[config.mk]
export PLATFORM = sky130hd
export DESIGN_NAME = set_intersection_filter_unit
export DESIGN_NICKNAME = d
export VERILOG_FILES = /design/src/rtl/core/sif_pkg.sv /design/src/rtl/core/set_intersection_filter_unit.sv
export SDC_FILE = /design/constraint.sdc
export NUM_CORES = 2
export LEC_CHECK = 0
export ABC_AREA = 1
export BUFFER_PORTS_ARGS = -buffer_cell sky130_fd_sc_hd__buf_2
export CAP_MARGIN = 25
export CORE_UTILIZATION = 40
export DETAILED_ROUTE_END_ITERATION = 10
export GPL_TIMING_DRIVEN = 0
export SLEW_MARGIN = 0
export SYNTH_ARGS = -nofsm -noshare
export SYNTH_HDL_FRONTEND = slang
export SYNTH_SLANG_ARGS = --single-unit
[constraint.sdc]
create_clock -name clk -period 4.1 [get_ports clk]
set_clock_uncertainty 0.15 [all_clocks]
set_input_delay 0.205 -clock clk [delete_from_list [all_inputs] [get_ports clk]]
set_output_delay 0.205 -clock clk [all_outputs]
set_load 0.03 [all_outputs]
[src/rtl/core/sif_pkg.sv]
// Shared types and constants for the set intersection filter.
`default_nettype none

package sif_pkg;

  // Item kinds carried on the input tuser.
  typedef enum logic [1:0] {
    MODE_FIRST  = 2'd0,
    MODE_LATER  = 2'd1,
    MODE_CLOSE  = 2'd2,
    MODE_REPORT = 2'd3
  } mode_t;

  localparam int unsigned VALUE_W    = 32;
  localparam int unsigned REPORT_MAX = 64;

  // Output tuser bit positions.
  localparam int unsigned FLAG_NONE = 0;
  localparam int unsigned FLAG_OVF  = 1;

endpackage

`default_nettype wire

[src/rtl/core/set_intersection_filter_unit.sv]
// Set intersection filter: candidate store, shared compare scan and report sequencer.
//
//   port group | dir | tdata            | tuser                       | tlast
//   in_*       | in  | value            | mode                        | -
//   out_*      | out | common_value     | none_common, overflowed     | last_of_report
//
// First and later elements and close items hold in_tready low while the store is scanned:
// one store word is read per cycle and checked by the one 32-bit comparator; a first
// element that hits a duplicate leaves early. A report reads each result in ST_REP_RD and
// loads it to the output in ST_REP_LD, where it waits while the output stalls.
// rst_n (synchronous) empties the set and clears the overflow flag; no clearing pass.
`default_nettype none

module set_intersection_filter_unit #(
  parameter int unsigned MAX_SET = 64
) (
  input  wire logic        clk,
  input  wire logic        rst_n,
  input  wire logic        in_tvalid,
  output logic             in_tready,
  input  wire logic [31:0] in_tdata,   // [31:0] value
  input  wire logic [1:0]  in_tuser,   // [1:0] mode
  output logic             out_tvalid,
  input  wire logic        out_tready,
  output logic [31:0]      out_tdata,  // [31:0] common_value
  output logic             out_tlast,
  output logic [1:0]       out_tuser   // [0] none_common, [1] overflowed
);

  localparam int unsigned AW = (MAX_SET > 1) ? $clog2(MAX_SET) : 1;
  localparam int unsigned CW = $clog2(MAX_SET + 1);
  localparam int unsigned DW = sif_pkg::VALUE_W;
  localparam logic [CW-1:0] MAX_C = CW'(MAX_SET);
  localparam logic [CW-1:0] RPT_N =
    (MAX_SET < sif_pkg::REPORT_MAX) ? CW'(MAX_SET) : CW'(sif_pkg::REPORT_MAX);

  typedef enum logic [1:0] {
    ST_IDLE,
    ST_SCAN,
    ST_REP_RD,
    ST_REP_LD
  } state_t;

  // Store word: mark in the top bit, value below.
  logic [DW:0] mem [0:MAX_SET-1];
  logic [DW:0] rd_data_r;

  state_t              state_r, state_nxt;
  sif_pkg::mode_t      op_r, op_nxt;
  logic [DW-1:0]       val_r, val_nxt;
  logic [CW-1:0]       idx_r, idx_nxt;
  logic [AW-1:0]       cmp_idx_r, cmp_idx_nxt;
  logic                pend_r, pend_nxt;
  logic [CW-1:0]       w_r, w_nxt;
  logic [CW-1:0]       count_r, count_nxt;
  logic                ovf_r, ovf_nxt;
  logic                out_tvalid_r, out_tvalid_nxt;
  logic [DW-1:0]       out_tdata_r, out_tdata_nxt;
  logic                out_tlast_r, out_tlast_nxt;
  logic [1:0]          out_tuser_r, out_tuser_nxt;

  logic                we_c;
  logic [AW-1:0]       wa_c;
  logic [DW:0]         wd_c;
  logic                hit_c;
  logic                scan_done_c;
  logic                out_free_c;
  logic [CW-1:0]       idx_inc_c;

  assign in_tready  = (state_r == ST_IDLE);
  assign out_tvalid = out_tvalid_r;
  assign out_tdata  = out_tdata_r;
  assign out_tlast  = out_tlast_r;
  assign out_tuser  = out_tuser_r;

  assign hit_c       = pend_r && (rd_data_r[DW-1:0] == val_r);
  assign scan_done_c = !pend_r && (idx_r == count_r);
  assign out_free_c  = !out_tvalid_r || out_tready;
  assign idx_inc_c   = idx_r + CW'(1);

  always_comb begin
    state_nxt      = state_r;
    op_nxt         = op_r;
    val_nxt        = val_r;
    idx_nxt        = idx_r;
    cmp_idx_nxt    = cmp_idx_r;
    pend_nxt       = pend_r;
    w_nxt          = w_r;
    count_nxt      = count_r;
    ovf_nxt        = ovf_r;
    out_tvalid_nxt = out_tvalid_r;
    out_tdata_nxt  = out_tdata_r;
    out_tlast_nxt  = out_tlast_r;
    out_tuser_nxt  = out_tuser_r;
    we_c           = 1'b0;
    wa_c           = cmp_idx_r;
    wd_c           = {1'b0, rd_data_r[DW-1:0]};

    if (out_tvalid_r && out_tready) begin
      out_tvalid_nxt = 1'b0;
    end

    case (state_r)
      ST_IDLE: begin
        if (in_tvalid) begin
          op_nxt   = sif_pkg::mode_t'(in_tuser);
          val_nxt  = in_tdata;
          idx_nxt  = '0;
          pend_nxt = 1'b0;
          w_nxt    = '0;
          if (sif_pkg::mode_t'(in_tuser) == sif_pkg::MODE_REPORT) begin
            state_nxt = ST_REP_RD;
          end else begin
            state_nxt = ST_SCAN;
          end
        end
      end

      ST_SCAN: begin
        // Issue the next read while the previous word is compared.
        if (idx_r != count_r) begin
          idx_nxt     = idx_inc_c;
          cmp_idx_nxt = idx_r[AW-1:0];
          pend_nxt    = 1'b1;
        end else begin
          pend_nxt = 1'b0;
        end

        case (op_r)
          sif_pkg::MODE_FIRST: begin
            if (hit_c) begin
              state_nxt = ST_IDLE;
            end else if (scan_done_c) begin
              if (count_r < MAX_C) begin
                we_c      = 1'b1;
                wa_c      = count_r[AW-1:0];
                wd_c      = {1'b0, val_r};
                count_nxt = count_r + CW'(1);
              end else begin
                ovf_nxt = 1'b1;
              end
              state_nxt = ST_IDLE;
            end
          end
          sif_pkg::MODE_LATER: begin
            if (hit_c) begin
              we_c = 1'b1;
              wa_c = cmp_idx_r;
              wd_c = {1'b1, rd_data_r[DW-1:0]};
            end
            if (scan_done_c) begin
              state_nxt = ST_IDLE;
            end
          end
          sif_pkg::MODE_CLOSE: begin
            // Keep marked words, packed down in order, with the mark cleared.
            if (pend_r && rd_data_r[DW]) begin
              we_c  = 1'b1;
              wa_c  = w_r[AW-1:0];
              wd_c  = {1'b0, rd_data_r[DW-1:0]};
              w_nxt = w_r + CW'(1);
            end
            if (scan_done_c) begin
              count_nxt = w_r;
              state_nxt = ST_IDLE;
            end
          end
          default: begin
            state_nxt = ST_IDLE;
          end
        endcase
      end

      ST_REP_RD: begin
        state_nxt = ST_REP_LD;
      end

      ST_REP_LD: begin
        if (out_free_c) begin
          out_tvalid_nxt = 1'b1;
          out_tuser_nxt[sif_pkg::FLAG_OVF] = ovf_r;
          if (count_r == '0) begin
            out_tdata_nxt = '0;
            out_tlast_nxt = 1'b1;
            out_tuser_nxt[sif_pkg::FLAG_NONE] = 1'b1;
            state_nxt = ST_IDLE;
          end else begin
            out_tdata_nxt = rd_data_r[DW-1:0];
            out_tuser_nxt[sif_pkg::FLAG_NONE] = 1'b0;
            if ((idx_inc_c == count_r) || (idx_inc_c == RPT_N)) begin
              out_tlast_nxt = 1'b1;
              state_nxt     = ST_IDLE;
            end else begin
              out_tlast_nxt = 1'b0;
              idx_nxt       = idx_inc_c;
              state_nxt     = ST_REP_RD;
            end
          end
        end
      end

      default: begin
        state_nxt = ST_IDLE;
      end
    endcase
  end

  always_ff @(posedge clk) begin
    if (!rst_n) begin
      state_r      <= ST_IDLE;
      pend_r       <= 1'b0;
      count_r      <= '0;
      ovf_r        <= 1'b0;
      out_tvalid_r <= 1'b0;
      idx_r        <= '0;
      w_r          <= '0;
      op_r         <= sif_pkg::MODE_FIRST;
    end else begin
      state_r      <= state_nxt;
      pend_r       <= pend_nxt;
      count_r      <= count_nxt;
      ovf_r        <= ovf_nxt;
      out_tvalid_r <= out_tvalid_nxt;
      idx_r        <= idx_nxt;
      w_r          <= w_nxt;
      op_r         <= op_nxt;
    end
    val_r       <= val_nxt;
    cmp_idx_r   <= cmp_idx_nxt;
    out_tdata_r <= out_tdata_nxt;
    out_tlast_r <= out_tlast_nxt;
    out_tuser_r <= out_tuser_nxt;
  end

  // Candidate store: one write port, one registered read port.
  always_ff @(posedge clk) begin
    if (we_c) begin
      mem[wa_c] <= wd_c;
    end
    rd_data_r <= mem[idx_r[AW-1:0]];
  end

  a_empty_is_last: assert property (@(posedge clk) disable iff (!rst_n)
    (out_tvalid_r && out_tuser_r[sif_pkg::FLAG_NONE]) |-> out_tlast_r)
    else $error("empty report word not marked last");

  a_count_bound: assert property (@(posedge clk) disable iff (!rst_n)
    count_r <= MAX_C)
    else $error("set count beyond store depth");

  a_pend_in_range: assert property (@(posedge clk) disable iff (!rst_n)
    (state_r == ST_SCAN && pend_r) |-> (CW'(cmp_idx_r) < count_r))
    else $error("compare on a word beyond the set");

  a_ovf_sticky: assert property (@(posedge clk) disable iff (!rst_n)
    ovf_r |=> ovf_r)
    else $error("overflow flag cleared without reset");

  a_report_holds_set: assert property (@(posedge clk) disable iff (!rst_n)
    (state_r == ST_REP_LD || state_r == ST_REP_RD) |=> $stable(count_r))
    else $error("set count changed during report");

endmodule

`default_nettype wire

==> impl_results.md <==
* Synth area leader: edfxtp_1
* WL met1 at approximately 130000 um
* Max-cap viol count at 0
* FF-to-FF path depth at 11
* IO Port Bufs at 74
* Vias per cell at 6.29
* Leak at about 0.036 uW
* Die width at 475 um
* Vias in the first global route at 62791
* Post-synth top cells: edfxtp_1, nor2_1, o21ai_0
* Dpl hpwl at 270000 um
* Critical Path RT at 4.66 ns
* Final Hold Viols at 0
* DR WL met3 at around 60000 um
* Wire per inst at 35.6 um
* Initial DRC count at 12782
* Mean post-synth cell area at 12.6 sq um
* CP max stage cell: clkbuf_1
* ANT nets after route at 0
* Clk slew on worst S/H paths at 0.07 ns
* Max-slew headroom at 20.6%
* Maximum buffer depth of the clock tree at 3
* Post-route non-filler standard cell count at 10935
* Period utilization at 106%
* Latest clock arrival within the worst-skew pair at roughly 0.90 ns
* Num CTS Buffers at 223
* I/O pin count at 75
* Failing checks: setup timing
* Gr usage total at 33.9%
* Cell variety after synth at 42
* Crit Path Max Fanout at 10
* Setup crit end kind: register
* Final nets at 7816
* Area grow syn2layout at 20.9%
* DRC at 0
* Worst slew pin tran at about 1.2 ns
* Worst Hold Slack at 0.0820 ns
* Setup CP Type: register to register
* Run status: finished with violations
* Mapped Cells at roughly 7000
* Initial antenna violation count at 22
* Global placer's final weighted congestion at 1.01
* Via Count at about 70000
* Yosys reg bits at 2246
* GRT overflow at 0
* CP cell instances: inv_2 -> clkbuf_2 -> clkbuf_1 -> o21ai_0 -> o22ai_2 -> o21ai_0 -> o22ai_1 -> nand2_1 -> nand2_1 -> nand2_1 -> o21ai_1
* Clock sinks at 2246
* Final instance area at between 100000 and 150000 sq um
* Setup TNS at -2.52 ns
* Largest net degree at the start of global routing at 65
* CP peak stage delay at 0.60 ns
* Top post-synthesis cells by area: edfxtp_1, o21ai_0, nor2_1, o22ai_1, nand2_1
* Arr. time, crit path at between 4 and 5 ns
* Total Wirelength at 389000 um
* Cells after DPL at approximately 10000
* Max VDD drop at roughly 550 uV
* Crit-path most repeated cell: nand2_1
* CTS root buf: clkbuf_16
* Most common cell in the netlist: edfxtp_1
* Initial core utilization at roughly two fifths
* Drt pass-1 iters at 8
* Die area at 225000 sq um
* Top sig layer: met5
* HP Class: primary input to register
* Worst hold path stage count at 4
* RSZ-0062 raised after global routing: yes
* Synthesis Warnings at 0
* Utilization of the core after routing at 48.6%
* Top-area cell type share of the netlist area at 73.5%
* Top FF cell, synth: edfxtp_1
* Core ar. at 222000 sq um
* Fraction of registers with async set/reset at 0%
* Post-synth EDFFs at 2185
* CTS tree: yes
* Post-layout worst setup margin at -0.265 ns
* Setup-failing EPs final at 24
* Final slew viol count at 0
* Setup crit start kind: register
* Power density over the cells at 808 nW/um^2
* Layout cells sized above 1 at 12.7%
* Detail Route met2 WL at approximately 160000 um
* Die height at roughly 470 um
* # H-tree levels at 4
* # rows at 173
* Peak Freq at 229 MHz
* Crit path time final at 4.36 ns
* Cell Area, Placed at 98400 sq um
* Sequential share of the synthesized area at 74.8%
* Global-route wire length before repair at 520000 um
* Post-Synthesis Net Count at 7160
* Synthesized cell area at 89300 sq um
-- worst max-delay path, delay by kind of cell, from the launching register on --
kind,cells,cell delay (ns)
flip-flops,1,0.35
AND/OR/NAND/NOR,3,0.28
buffers and inverters,3,1.53
AO/OA/AOI/OAI,5,1.85
-- cell families (layout without fill, tap and decap cells) --
family | after synthesis | in the layout | synth area share (%)
xor gates and xnor gates | 9 | 9 | 0.0883
AOI/OAI and AO/OA | 2081 | 2081 | 12.7
buffers and inverters | 662 | 1505 | 2.89
adders and majority gates | 12 | 12 | 0.168
DFF | 2246 | 2246 | 74.8
other | 0 | 7 | 0
and+or+nand+nor | 2100 | 2100 | 9.30
-- stage by stage --
stage,setup slack (ns),power [uW]
after floorplan,0.0467,45400
after global placement,-5.71,60900
after detailed placement,-1.13,64000
after CTS,-0.123,84600
after global routing,-0.0371,88100
final,-0.265,87200
-- cell usage in the layout, fill, tap and decap left out, types with 67 or more instances in the layout --
| cell | Yosys | routed |
|---|---|---|
| buf_2 | 59 | 124 |
| inv_1 | 171 | 157 |
| nand3_1 | 147 | 147 |
| clkbuf_1 | 386 | 367 |
| dlygate4sd3_1 | 0 | 74 |
| nor2_1 | 1368 | 1300 |
| o22ai_1 | 634 | 576 |
| edfxtp_1 | 2185 | 2185 |
| clkbuf_16 | 0 | 225 |
| o21ai_0 | 1347 | 1318 |
| nand2_1 | 509 | 501 |
| buf_12 | 0 | 169 |
| nor2_4 | 1 | 67 |
-- final timing paths --
kind                               start       endpoint  slack (ns)
worst max register to register  idx_r[1]  rd_data_r[29]       -0.26
worst min-delay path               rst_n       idx_r[6]        0.08
worst min register to register     ovf_r   out_tuser[1]        0.29
worst max-delay path            idx_r[1]  rd_data_r[29]       -0.26
-- power by group --
group          total, uW  internal (uW)  switching (uW)
Clock              20600          11500            9190
Combinational      36400           8030           28300
Sequential         30200          29800             442
Total              87200          49300           37900
-- cell type report --
cell class	count	area, sq um
fill	19203	114000
antenna	7	17.5
buffer	481	2040
clock buffer	269	5800
clock inverter	143	1420
sequential	2246	66800
tap	2975	3720
timing repair buffer	433	6400
multi-input combinational	4202	21000
inverter	179	704
-- timing repair --
action | 4_1_cts | 5_1_grt
setup buffers | 69 | 13
endpoints found under the setup margin | 2014 | 1726
hold buffers | 74 | 0
hold endpoints to repair | 101 | 0
gates resized for setup | 118 | 109
pin swaps | 41 | 12
-- registers in the layout, indices dropped and copies added (netlist names), 6 cells and up --
name	count
count_r	7
val_r	32
rd_data_r	33
idx_r	7
mem	2112
w_r	7
out_tdata	32
cmp_idx_r	6
-- routing by layer --
| layer | vias up | global-route usage [%] |
|---|---|---|
| li1 | 27530 | - |
| met1 | 33819 | 43.2 |
| met2 | 6127 | 49.4 |
| met3 | 1318 | 10.8 |
| met4 | 18 | 22.9 |
| met5 | - | 0.195 |
No activity file was read; power rests on OpenSTA's default activity.
